===== src/sv/dlm_pkg.sv =====
// ----------------------------------------------------------------------------
// dlm_pkg
// Types, constants and helper functions of the disc read latency model.
// ----------------------------------------------------------------------------
package dlm_pkg;

   localparam logic [31:0] ALL_ONES    = 32'hFFFF_FFFF;
   localparam logic [31:0] BLOCK_BYTES = 32'h0001_0000;
   localparam logic [31:0] CACHE_BYTES = 32'h0010_0000;
   localparam logic [31:0] BLOCK_MASK  = BLOCK_BYTES - 32'd1;

   localparam int ADDR_W = 5;

   localparam logic [2:0] REG_LIMIT_ENABLE     = 3'd0;
   localparam logic [2:0] REG_SEEK_TICKS       = 3'd1;
   localparam logic [2:0] REG_READ_BYTES_TICK  = 3'd2;
   localparam logic [2:0] REG_READ_TICKS_BYTE  = 3'd3;
   localparam logic [2:0] REG_CACHE_TICKS_BYTE = 3'd4;

   localparam logic        RST_LIMIT_ENABLE     = 1'b1;
   localparam logic [31:0] RST_SEEK_TICKS       = 32'd94922;
   localparam logic [23:0] RST_READ_BYTES_TICK  = 24'd108593;
   localparam logic [23:0] RST_READ_TICKS_BYTE  = 24'd39551;
   localparam logic [23:0] RST_CACHE_TICKS_BYTE = 24'd7597;

   localparam logic [1:0] OP_START = 2'd0;
   localparam logic [1:0] OP_MOTOR = 2'd1;
   localparam logic [1:0] OP_SETUP = 2'd2;
   localparam logic [1:0] OP_END   = 2'd3;

   typedef struct packed {
      logic        limit_enable;
      logic [31:0] seek_cost;
      logic [23:0] read_bytes_per_tick;
      logic [23:0] disc_ticks_per_byte;
      logic [23:0] cache_ticks_per_byte;
   } cfg_type;

   function automatic logic [31:0] add_sat(input logic [31:0] a, input logic [31:0] b);
      logic [32:0] s;
      s = {1'b0, a} + {1'b0, b};
      return s[32] ? ALL_ONES : s[31:0];
   endfunction

   function automatic logic [31:0] scale_sat(input logic [55:0] p);
      return (p[55:48] != 8'd0) ? ALL_ONES : p[47:16];
   endfunction

   function automatic logic [31:0] align_down(input logic [31:0] a);
      return a & ~BLOCK_MASK;
   endfunction

   function automatic logic [31:0] elapsed_ticks(input logic [31:0] stamp,
                                                 input logic [31:0] now);
      return (stamp > now) ? ALL_ONES : (now - stamp);
   endfunction

endpackage


===== src/sv/dlm_csr.sv =====
// ----------------------------------------------------------------------------
// dlm_csr
// APB register file holding the timing configuration.
// ----------------------------------------------------------------------------
module dlm_csr (
   input  logic                        clock,
   input  logic                        reset,
   input  logic                        psel,
   input  logic                        penable,
   input  logic                        pwrite,
   input  logic [dlm_pkg::ADDR_W-1:0]  paddr,
   input  logic [31:0]                 pwdata,
   output logic [31:0]                 prdata,
   output logic                        pready,
   output dlm_pkg::cfg_type            cfg
);
   import dlm_pkg::*;

   cfg_type     cfg_ff;
   cfg_type     cfg_in;
   logic [2:0]  reg_idx;
   logic        wr_en;

   assign reg_idx = paddr[ADDR_W-1:2];
   assign pready  = 1'b1;
   assign wr_en   = psel & penable & pwrite & pready;
   assign cfg     = cfg_ff;

   always_comb begin
      cfg_in = cfg_ff;
      if (wr_en) begin
         case (reg_idx)
            REG_LIMIT_ENABLE:     cfg_in.limit_enable         = pwdata[0];
            REG_SEEK_TICKS:       cfg_in.seek_cost            = pwdata;
            REG_READ_BYTES_TICK:  cfg_in.read_bytes_per_tick  = pwdata[23:0];
            REG_READ_TICKS_BYTE:  cfg_in.disc_ticks_per_byte  = pwdata[23:0];
            REG_CACHE_TICKS_BYTE: cfg_in.cache_ticks_per_byte = pwdata[23:0];
            default:              cfg_in = cfg_ff;
         endcase
      end
   end

   always_comb begin
      case (reg_idx)
         REG_LIMIT_ENABLE:     prdata = {31'd0, cfg_ff.limit_enable};
         REG_SEEK_TICKS:       prdata = cfg_ff.seek_cost;
         REG_READ_BYTES_TICK:  prdata = {8'd0, cfg_ff.read_bytes_per_tick};
         REG_READ_TICKS_BYTE:  prdata = {8'd0, cfg_ff.disc_ticks_per_byte};
         REG_CACHE_TICKS_BYTE: prdata = {8'd0, cfg_ff.cache_ticks_per_byte};
         default:              prdata = 32'd0;
      endcase
   end

   always_ff @(posedge clock) begin
      if (reset) begin
         cfg_ff.limit_enable         <= RST_LIMIT_ENABLE;
         cfg_ff.seek_cost            <= RST_SEEK_TICKS;
         cfg_ff.read_bytes_per_tick  <= RST_READ_BYTES_TICK;
         cfg_ff.disc_ticks_per_byte  <= RST_READ_TICKS_BYTE;
         cfg_ff.cache_ticks_per_byte <= RST_CACHE_TICKS_BYTE;
      end else begin
         cfg_ff <= cfg_in;
      end
   end

endmodule


===== config.mk =====
export PLATFORM = sky130hd
export DESIGN_NAME = dlm_csr
export DESIGN_NICKNAME = d
export VERILOG_FILES = /design/src/sv/dlm_pkg.sv /design/src/sv/dlm_csr.sv
export SDC_FILE = /design/constraint.sdc
export NUM_CORES = 1
export LEC_CHECK = 0
export ABC_CLOCK_PERIOD_IN_PS = 3300
export BUFFER_PORTS_ARGS = -buffer_cell sky130_fd_sc_hd__clkbuf_2
export CAP_MARGIN = 30
export CORE_ASPECT_RATIO = 0.75
export CORE_UTILIZATION = 53
export DETAILED_ROUTE_END_ITERATION = 7
export GPL_TIMING_DRIVEN = 1
export PLACE_DENSITY = 0.88
export SYNTH_ARGS = -nofsm -noshare
export SYNTH_HDL_FRONTEND = slang
export SYNTH_SLANG_ARGS = --single-unit

===== constraint.sdc =====
create_clock -name clock -period 3.3 [get_ports clock]
set_clock_uncertainty 0.2 [all_clocks]
set_input_delay 0.165 -clock clock [delete_from_list [all_inputs] [get_ports clock]]
set_output_delay 0.165 -clock clock [all_outputs]
set_load 0.1 [all_outputs]

Word-level counts from Yosys, hierarchy flattened
Cells that the tools add are included.

Flip-flop bits (word level): 105. Input bits: 42. Output and inout bits: 138. Logic and storage cells: 18.

Equal/unequal tests: 4. Muxes and demuxes: 1. Bitwise gates (word level): 2. Reduce and logical (&&, ||, !) cells: 6.

Operator list (number): 32-bit one-hot mux with 5 select lines (1); 2-bit AND reduction (5); 3-bit by 2-bit equality test with 1-bit output, second input constant (2); 3-bit by 1-bit equality test with 1-bit output, second input constant (1); 3-bit equality test, second input constant (1); 3-bit zero test (1); 1-bit bitwise AND (2).

Depth between registers and ports, before layout
Gate-level depths: netlist (run 1).

Word-level depth: 3. Depth in mapped cells: 7. Depth with buffers taken out: 3.

Least setup slack after synthesis (run 1)
No wires, ideal clock.

Path type: register to output. Start point: register cfg_ff, in the netlist cfg[48]. End point: output port prdata[0]. Data arrival time: 2028 ps. Required time: 2935 ps. Slack: 907 ps. Stages on the path, launching flop included: 4. Buffers on the path: 0. Cells stage by stage: dfxtp_1 mux2i_1 o22ai_1 o21a_1.

Cells in the longest elaborated chain, start to end: 1.

Ends and longest elaborated chain: from (decl) (line dlm_csr.sv:19) `cfg_type cfg_ff;`; from (signal assigned) (line dlm_csr.sv:62) `cfg_ff <= cfg_in;`; 32-bit one-hot mux with 5 select lines (line dlm_csr.sv:44) `case (reg_idx)`; to (decl) (line dlm_csr.sv:13) `output logic [31:0] prdata,`.

Every way passes these cells.

Final worst setup path (run 1)
Start point: input port paddr[4] (netlist name). End point: output port prdata[8].

Cells in the longest elaborated chain, start to end: 2. Elaborated cells on any way between the ends: 6. Those cells by class: eq/ne: 4; mux: 1; reduce/logical: 1.

Ends and longest elaborated chain: from (decl) (line dlm_csr.sv:11) `input logic [dlm_pkg::ADDR_W-1:0] paddr,`; 3-bit equality test, or another cell as far along (line dlm_csr.sv:44); 32-bit one-hot mux with 5 select lines (*) (line dlm_csr.sv:44).

Mark *: on every way between the ends. The rest lies on a longest branch, timed or not.

==> implementation parameters, run 1 <==
Parameter                              Value

Outcome
  Result of the run ... completed

CTS
  PostCTS Resize Cnt ... 0
  Clock buffer count from CTS ... 9
  Number of buffers added for setup after CTS ... 0
  Clock buffer depth ... 2
  Clock insertion delay at the later pin of the skew report ... 320 ps
  Num Clock Sinks ... 105
  Clock transition at the registers of the reported paths ... 70 ps
  TritonCTS clock tree ... done
  Count of hold buffers inserted by post-cts repair ... 32
  H-Tree Depth ... 3
  CTS root buf ... sky130_fd_sc_hd__clkbuf_16

Setup path
  Max Fanout on Critical Path ... 25
  Destination of the worst register-to-register timing path ... cfg[104]
  Critical path start-end classification ... primary input to output port
  Reg2Reg Depth ... 2
  Critical R2R Launch ... cfg[104]
  Critical Path Sink Type ... output port
  Worst Path Arrival ... 2290 ps
  Type of element launching the critical path ... primary input
  Slack of the worst reg-to-reg path ... 2300 ps
  Critical path data required time ... 2930 ps

Detailed routing
  Count of unresolved DRC violations after routing ... 0
  Routed Wire Length ... 14100 µm
  First-pass iteration count of the detailed router ... 7
  Post-detailed-route wirelength per cell ... 17.7 µm
  DRT iter0 DRCs ... 383
  Via-per-instance ratio ... 5.72
  Via count of the routed design ... 4557
  Detail Route Antenna Nets ... 0

Final layout
  Share of final-layout standard cells stronger than drive strength 1 ... 29.9%
  Max reg flops ... 105
  Post-synthesis to final-layout area growth ... 30.2%
  Filler cell count ... 653
  Area taken by flip-flops and latches ... 2100 µm²
  Number of standard cells in the layout, taps in and fillers out ... 796
  Nets ... 725
  Final core utilization ... 73.2%
  Area used by multi-input combinational logic ... 2520 µm²
  Leading cell type in the layout, fill and taps excluded ... sky130_fd_sc_hd__clkbuf_2
  Commonest cells after routing, fill and taps aside ... 175 x sky130_fd_sc_hd__clkbuf_2, 105 x sky130_fd_sc_hd__dfxtp_1, 90 x sky130_fd_sc_hd__mux2i_1
  Count of antenna diodes in the layout ... 0

Floorplan
  Core area ... 8710 µm²
  Number of I/O pins ... 180
  Die X ... 113 µm
  Effective utilization at floorplan ... 56.2%
  Row count ... 29
  Die H ... 85.2 µm
  Area of the die ... 9630 µm²

Global routing
  Largest net degree at the start of global routing ... 98
  Via count of the first global-routing pass ... 4443
  Total congestion overflow ... 0
  GRT Util Overall ... 29.5%
  Wire length of the first global-routing pass ... 22300 µm
  Number of antenna violations at the first check in global routing ... 0

Synth
  Mapped Avg Cell Area ... 9.79 µm²
  Cell count after synthesis ... 500
  Net count of the mapped netlist ... 542
  Synth warnings ... 0
  Combined area of all synthesized cells ... 4900 µm²
  Register area share after synthesis ... 42.9%
  Flop and latch count out of synthesis ... 105
  Post-synthesis cell type count ... 32

Placement
  DP Cell Count ... 748
  Routability congestion estimate from global placement ... 0.824
  Count of port buffers added during placement ... 176
  Half-perimeter wire length after detailed placement ... 9550 µm

STA
  Unrepaired setup endpoints after global routing ... false
  Setup-violating endpoint count in the final report ... 0
  Max Slew Vio Count ... 0
  Worst Tran Pin Value ... 840 ps
  Ratio of final minimum period to clock period ... 80.3%
  Max Clock Freq ... 0.377 GHz
  Relative slew margins ... 44.0%
  Final critical delay including setup and external delays ... 2650 ps
  Aggregate negative setup slack ... 0 ps
  Fin. Hold Viols ... 0
  Hold WS ... 215 ps

Power and ir drop
  Largest vdd supply drop ... 0.310 mV
  Total design power ... 0.00278 W
  Leak pwr ... 2.96 nW
  Power density normalized to cell area ... 435 nW/µm²

Run
  Max cap viols ... 0

Worst hold path
  Hold path start ... paddr[4]
  Worst hold path type ... primary input to flop
  Worst Hold Path EP ... cfg[52]
  Min-Delay Path Depth ... 3
[through the flow]
step / instance area, µm² / worst slack, ps
2_1_floorplan: 4900 / 907
3_3_place_gp: 5740 / 722
3_5_place_dp: 5760 / 698
4_1_cts: 6370 / 686
5_1_grt: 6370 / 588
6_report: 6370 / 649
[layer usage]
metal  track usage, %  routed length (µm)  part of all wire [%]  vias to the layer above
li1                 -                   -                     -                     2127
met1             36.5                5950                    42                     2163
met2             52.8                6960                    49                      245
met3             5.79                1040                   7.3                       22
met4             7.89                 162                   1.1                        0
met5                0                   0                     0                        -
[where the power goes]
group / internal [W] / leakage, nW / total [W] / switching, W
combinational: 0.000121 / 1.98 / 0.000438 / 0.000317
sequential: 0.00128 / 0.848 / 0.00128 / 0.00000848
clock: 0.000595 / 0.137 / 0.00105 / 0.000459
[cell usage after synthesis (all sizes together)]
| cell type | instances | area, µm² |
|---|---|---|
| a211oi | 1 | 7.51 |
| a21oi | 16 | 80.1 |
| a221o | 23 | 230 |
| a22o | 23 | 201 |
| a31oi | 1 | 6.26 |
| and2 | 10 | 65.1 |
| and3b | 1 | 8.76 |
| and4 | 1 | 8.76 |
| and4b | 1 | 10.0 |
| buf | 25 | 213 |
| clkbuf | 21 | 78.8 |
| conb | 1 | 3.75 |
| dfxtp | 105 | 2100 |
| mux2i | 90 | 901 |
| nand2 | 4 | 15.0 |
| nand2b | 82 | 513 |
| nand3 | 16 | 80.1 |
| nand3b | 1 | 7.51 |
| nand4 | 1 | 21.3 |
| nor2 | 55 | 209 |
| nor2b | 1 | 6.26 |
| nor3 | 1 | 10.0 |
| nor3b | 1 | 12.5 |
| o21a | 1 | 7.51 |
| o21ai | 14 | 70.1 |
| o22ai | 1 | 6.26 |
| o31ai | 3 | 22.5 |
[worst max-delay path: stages]
cell	delay [ps]
sky130_fd_sc_hd__clkbuf_2	230
sky130_fd_sc_hd__nand2b_1	470
sky130_fd_sc_hd__nor2_2	520
sky130_fd_sc_hd__buf_12	240
sky130_fd_sc_hd__a221o_1	180
sky130_fd_sc_hd__clkbuf_2	460
[area by class of cell]
type                            count  area share [%]
Multi-Input combinational cell    349            39.5
Timing Repair Buffer              218            20.8
Tap cell                          108            2.12
Clock buffer                       11            3.65
Sequential cell                   105            33.0
Clock inverter                      5           0.981
[cells by family after synthesis]
family,after synthesis,share of synthesized area (%)
AOI/OAI and AO/OA,83,12.9
buffers and inverters,46,5.95
DFF,105,42.9
muxes,90,18.4
other,1,0.0766
and+or+nand+nor,175,19.7
[worst max-delay path by stage]
stage	startpoint	endpoint	slack, ps
finish	paddr[4]	prdata[8]	650
global route	paddr[4]	prdata[8]	590
CTS	paddr[4]	prdata[13]	690
detailed placement	paddr[4]	prdata[13]	700
global placement	paddr[2]	prdata[13]	720
floorplan	cfg[48]	prdata[0]	910
(Power assumes the default switching activity.)
==> run 2, diff against run 1 <==
==> config.mk (replaced) <==
export PLATFORM = sky130hd
export DESIGN_NAME = dlm_csr
export DESIGN_NICKNAME = d
export VERILOG_FILES = /design/src/sv/dlm_pkg.sv /design/src/sv/dlm_csr.sv
export SDC_FILE = /design/constraint.sdc
export NUM_CORES = 1
export LEC_CHECK = 0
export ABC_AREA = 1
export ABC_CLOCK_PERIOD_IN_PS = 2300
export BUFFER_PORTS_ARGS = -buffer_cell sky130_fd_sc_hd__clkbuf_2
export CAP_MARGIN = 30
export CORE_ASPECT_RATIO = 0.75
export CORE_UTILIZATION = 45
export DETAILED_ROUTE_END_ITERATION = 7
export GPL_TIMING_DRIVEN = 1
export PLACE_DENSITY = 0.79
export SYNTH_ARGS = -nofsm -noshare
export SYNTH_HDL_FRONTEND = slang
export SYNTH_SLANG_ARGS = --single-unit
==> constraint.sdc (replaced) <==
create_clock -name clock -period 2.3 [get_ports clock]
set_clock_uncertainty 0.2 [all_clocks]
set_input_delay 0.115 -clock clock [delete_from_list [all_inputs] [get_ports clock]]
set_output_delay 0.115 -clock clock [all_outputs]
set_load 0.1 [all_outputs]
==> run 2 against run 1 <==
Count of clock-buffer cells in the layout decreased by 2. Area after synthesis increased by 3.8%. Setup slack got worse by 250 ps. Synthesized cell count increased by 66%. Wire length increased by 17%. Flip-flop and latch count unchanged. Register-to-register slack got worse by 840 ps. Utilization decreased by 8.9 points. Global-route usage decreased by 1.4 points. Cell count increased by 46%.
==> implementation parameters, run 2 <==
Parameter                              Value

CTS
  Clock buffer count from CTS ... 9 (unchanged)
  Clock buffer depth ... 2 (unchanged)
  Clock transition at the registers of the reported paths ... 70 ps (about the same)
  TritonCTS clock tree ... done (unchanged)
  Number of buffers added for setup after CTS ... 0 (unchanged)
  CTS root buf ... sky130_fd_sc_hd__clkbuf_16 (unchanged)
  Clock insertion delay at the later pin of the skew report ... 340 ps (was 320 ps)
  PostCTS Resize Cnt ... 0 (unchanged)
  H-Tree Depth ... 3 (unchanged)
  Num Clock Sinks ... 105 (unchanged)

Outcome
  Result of the run ... completed (unchanged)

Setup path
  Worst Path Arrival ... 1590 ps (was 2290 ps)
  Critical-path cell list ... clkbuf_2 > inv_2 > nand3_2 > inv_1 > buf_4 > nand2_1 > nand2_1 > inv_1 > nand2_1 > buf_12 (was clkbuf_2 > nand2b_1 > nor2_2 > buf_12 > a221o_1 > clkbuf_2)
  CP Launch Point ... paddr[4] (unchanged)
  Cell with the biggest individual delay on the critical path ... sky130_fd_sc_hd__inv_1 (was sky130_fd_sc_hd__nor2_2)
  Max Fanout on Critical Path ... 12 (was 25)
  Buffering stage count on the worst path with inverters included ... 6 (was 3)
  Critical path data required time ... 1990 ps (was 2930 ps)
  Critical path start-end classification ... primary input to output port (unchanged)
  Reg2Reg Depth ... 2 (unchanged)
  Critical Path Sink Type ... output port (unchanged)
  Type of element launching the critical path ... primary input (unchanged)
  Largest stage delay, worst path ... 380 ps (was 520 ps)
  Critical R2R Launch ... cfg[29] (was cfg[104])
  Crit path depth ... 10 (was 6)
  Top Family by Delay on Critical Path ... buffers and inverters (was simple AND/OR/NAND/NOR gates)
  CP most frequent cell ... sky130_fd_sc_hd__nand2_1 (was sky130_fd_sc_hd__clkbuf_2)

Final layout
  Filler cell count ... 1026 (was 653)
  Share of final-layout standard cells stronger than drive strength 1 ... 22.6% (was 29.9%)
  Commonest cells after routing, fill and taps aside ... 327 x sky130_fd_sc_hd__nand2_1, 152 x sky130_fd_sc_hd__clkbuf_2, 139 x sky130_fd_sc_hd__nor2_1 (was 175 x sky130_fd_sc_hd__clkbuf_2, 105 x sky130_fd_sc_hd__dfxtp_1, 90 x sky130_fd_sc_hd__mux2i_1)
  Max reg flops ... 105 (unchanged)
  Nets ... 1062 (was 725)
  Post-synthesis to final-layout area growth ... 38.4% (was 30.2%)
  Leading cell type in the layout, fill and taps excluded ... sky130_fd_sc_hd__nand2_1 (was sky130_fd_sc_hd__clkbuf_2)
  Count of antenna diodes in the layout ... 0 (unchanged)

Floorplan
  Die H ... 94.0 µm (was 85.2 µm)
  Row count ... 33 (was 29)
  Die X ... 125 µm (was 113 µm)
  Number of I/O pins ... 180 (unchanged)
  Area of the die ... 11700 µm² (was 9630 µm²)
  Effective utilization at floorplan ... 46.5% (was 56.2%)
  Core area ... 10900 µm² (was 8710 µm²)

STA
  Ratio of final minimum period to clock period ... 82.7%
  Worst-case setup margin in the final layout ... 398 ps (was 649 ps)
  Worst Tran Pin Value ... 599 ps (was 840 ps)
  Final critical delay including setup and external delays ... 1900 ps
  Unrepaired setup endpoints after global routing ... false (unchanged)
  Max Clock Freq ... 0.526 GHz
  Aggregate negative setup slack ... 0 ps (unchanged)
  Setup-violating endpoint count in the final report ... 0 (unchanged)
  Max Slew Vio Count ... 0 (unchanged)
  Fin. Hold Viols ... 0 (unchanged)
  Relative slew margins ... 60.3% (was 44.0%)

Synth
  Post-synth top cells ... 327 x sky130_fd_sc_hd__nand2_1, 149 x sky130_fd_sc_hd__nor2_1, 105 x sky130_fd_sc_hd__dfxtp_1 (was 105 x sky130_fd_sc_hd__dfxtp_1, 90 x sky130_fd_sc_hd__mux2i_1, 82 x sky130_fd_sc_hd__nand2b_1)
  Register area share after synthesis ... 41.3% (was 42.9%)
  Post-synthesis cell type count ... 20 (was 32)
  Area contributors post-synth ... sky130_fd_sc_hd__dfxtp_1 41%, sky130_fd_sc_hd__nand2_1 24%, sky130_fd_sc_hd__nor2_1 11%, sky130_fd_sc_hd__nand3_1 9.3%, sky130_fd_sc_hd__inv_1 6.9% (was sky130_fd_sc_hd__dfxtp_1 43%, sky130_fd_sc_hd__mux2i_1 18%, sky130_fd_sc_hd__nand2b_1 10%, sky130_fd_sc_hd__a221o_1 4.7%, sky130_fd_sc_hd__nor2_1 4.1%)
  Cell count after synthesis ... 830 (was 500)
  Combined area of all synthesized cells ... 5080 µm² (was 4900 µm²)
  Mapped Avg Cell Area ... 6.12 µm² (was 9.79 µm²)
  Net count of the mapped netlist ... 872 (was 542)
  Cell with the most instances after synthesis ... sky130_fd_sc_hd__nand2_1 (was sky130_fd_sc_hd__dfxtp_1)
  Number of enable-type register cells in the synthesized netlist ... 0 (unchanged)
  Synth warnings ... 0 (unchanged)
  Flop and latch count out of synthesis ... 105 (unchanged)
  Leading register cell type out of synthesis ... sky130_fd_sc_hd__dfxtp_1 (unchanged)
  Yosys top cell area share ... 41.3% (was 42.9%)
  Async S/R FF share, synth ... 0% (unchanged)
  Cell type with the highest aggregate area in the netlist ... sky130_fd_sc_hd__dfxtp_1 (unchanged)

Power and ir drop
  Total design power ... 0.00418 W (was 0.00278 W)
  Sequential share of power ... 44.5% (was 46.3%)
  Largest vdd supply drop ... 0.358 mV (was 0.310 mV)
  Power density normalized to cell area ... 595 nW/µm² (was 435 nW/µm²)
  Leak pwr ... 3.66 nW (was 2.96 nW)
  Combinational fraction of design power ... 20.6% (was 15.8%)
  Internal power component ... 0.00282 W (was 0.00199 W)
  Portion of total power attributed to the clock network ... 34.9% (was 38.0%)
  P_sw ... 0.00136 W (was 0.000784 W)
  Net Sw Frac ... 32.5% (was 28.2%)

Placement
  Routability congestion estimate from global placement ... 0.819 (was 0.824)
  Count of port buffers added during placement ... 176 (unchanged)
  Half-perimeter wire length after detailed placement ... 11400 µm (was 9550 µm)
  Worst setup timing slack at the placement stage ... 425 ps (was 698 ps)

Global routing
  GRT Util Overall ... 28.2% (was 29.5%)
  Largest net degree at the start of global routing ... 106 (was 98)
  Via count of the first global-routing pass ... 4964 (was 4443)
  Total congestion overflow ... 0 (unchanged)
  Number of antenna violations at the first check in global routing ... 0 (unchanged)
  Wire length of the first global-routing pass ... 25800 µm (was 22300 µm)

Worst hold path
  Hold path start ... paddr[4] (unchanged)
  Worst hold path type ... primary input to flop (unchanged)
  Min-Delay Path Depth ... 4 (was 3)

Detailed routing
  Post-detailed-route wirelength per cell ... 14.2 µm (was 17.7 µm)
  Routed Wire Length ... 16500 µm (was 14100 µm)
  Via count of the routed design ... 5681 (was 4557)
  Detail Route Antenna Nets ... 0 (unchanged)
  DRT iter0 DRCs ... 496 (was 383)
  First-pass iteration count of the detailed router ... 5 (was 7)
  Count of unresolved DRC violations after routing ... 0 (unchanged)
  Via-per-instance ratio ... 4.88 (was 5.72)

Run
  Max cap viols ... 0 (unchanged)
[run 2: changes by cell type after synthesis, moves of 78 or more]
cell,change
sky130_fd_sc_hd__inv_1,+93
sky130_fd_sc_hd__nand2_1,+323
sky130_fd_sc_hd__nand2b_1,-82
sky130_fd_sc_hd__nor2_1,+95
sky130_fd_sc_hd__nand3_1,+78
sky130_fd_sc_hd__mux2i_1,-90
[run 2: final timing paths]
check	endpoint	slack (ps)
min	cfg[104]	30
max	prdata[12]	400
min reg2reg	cfg[61]	280
max reg2reg	cfg[29]	1460
[run 2: worst register-to-register path, stage by stage, from the launching register on]
cell,delay [ps]
sky130_fd_sc_hd__dfxtp_1,330
sky130_fd_sc_hd__nand2_1,80
sky130_fd_sc_hd__nand3_1,90
[run 2: area by class of cell]
type	count	area, µm²	share of cell area, %
multi-input cells	585	2410	34.2
well taps	140	175	2.49
inverters	95	357	5.07
flip-flops and latches	105	2100	29.9
clock buffers	9	225	3.20
clock inverters	6	50.0	0.711
repair buffers	224	1720	24.4
[run 2: power by group through the flow]
| stage | Clock [W] | Sequential (W) | Combinational, W |
|---|---|---|---|
| after floorplan | 0 | 0.00207 | 0.000392 |
| after CTS | 0.00147 | 0.00186 | 0.000856 |
| after detailed placement | 0 | 0.00190 | 0.000811 |
| after global placement | 0 | 0.00190 | 0.000807 |
| final | 0.00146 | 0.00186 | 0.000861 |
| after global routing | 0.00153 | 0.00186 | 0.000904 |
[run 2: kinds of logic after synthesis]
kind of cell	share of synthesized area [%]
AOI/OAI and AO/OA	0.0984
and+or+nand+nor	46.5
other	0.0738
DFF	41.3
buffers and inverters	12.0
[run 2: per-stage QoR]
step / utilization, % / area, µm² / instances / hold WS, ps
after floorplan: - / 5100 / 830 / 41.2
after global placement: 58.8 / 6440 / 1117 / 143
after detailed placement: 58.8 / 6440 / 1117 / 152
after CTS: 64.3 / 7030 / 1164 / 18.9
after global routing: 64.3 / 7030 / 1164 / 54.1
final: 64.3 / 7030 / 1164 / 25.7
[run 2: what timing repair did]
| item | in CTS | in global routing |
|---|---|---|
| endpoints found under the setup margin | 0 | 0 |
| hold buffers | 32 | 0 |
| endpoints found under the hold margin | 96 | 0 |
[run 2: metal layers]
layer	global-route usage (%)	up-vias	share of wire, %
met5	0	-	0
met4	8.23	0	1.9
met3	6.89	27	10
met2	42.4	268	42
met1	39.6	2538	46
li1	-	2848	-
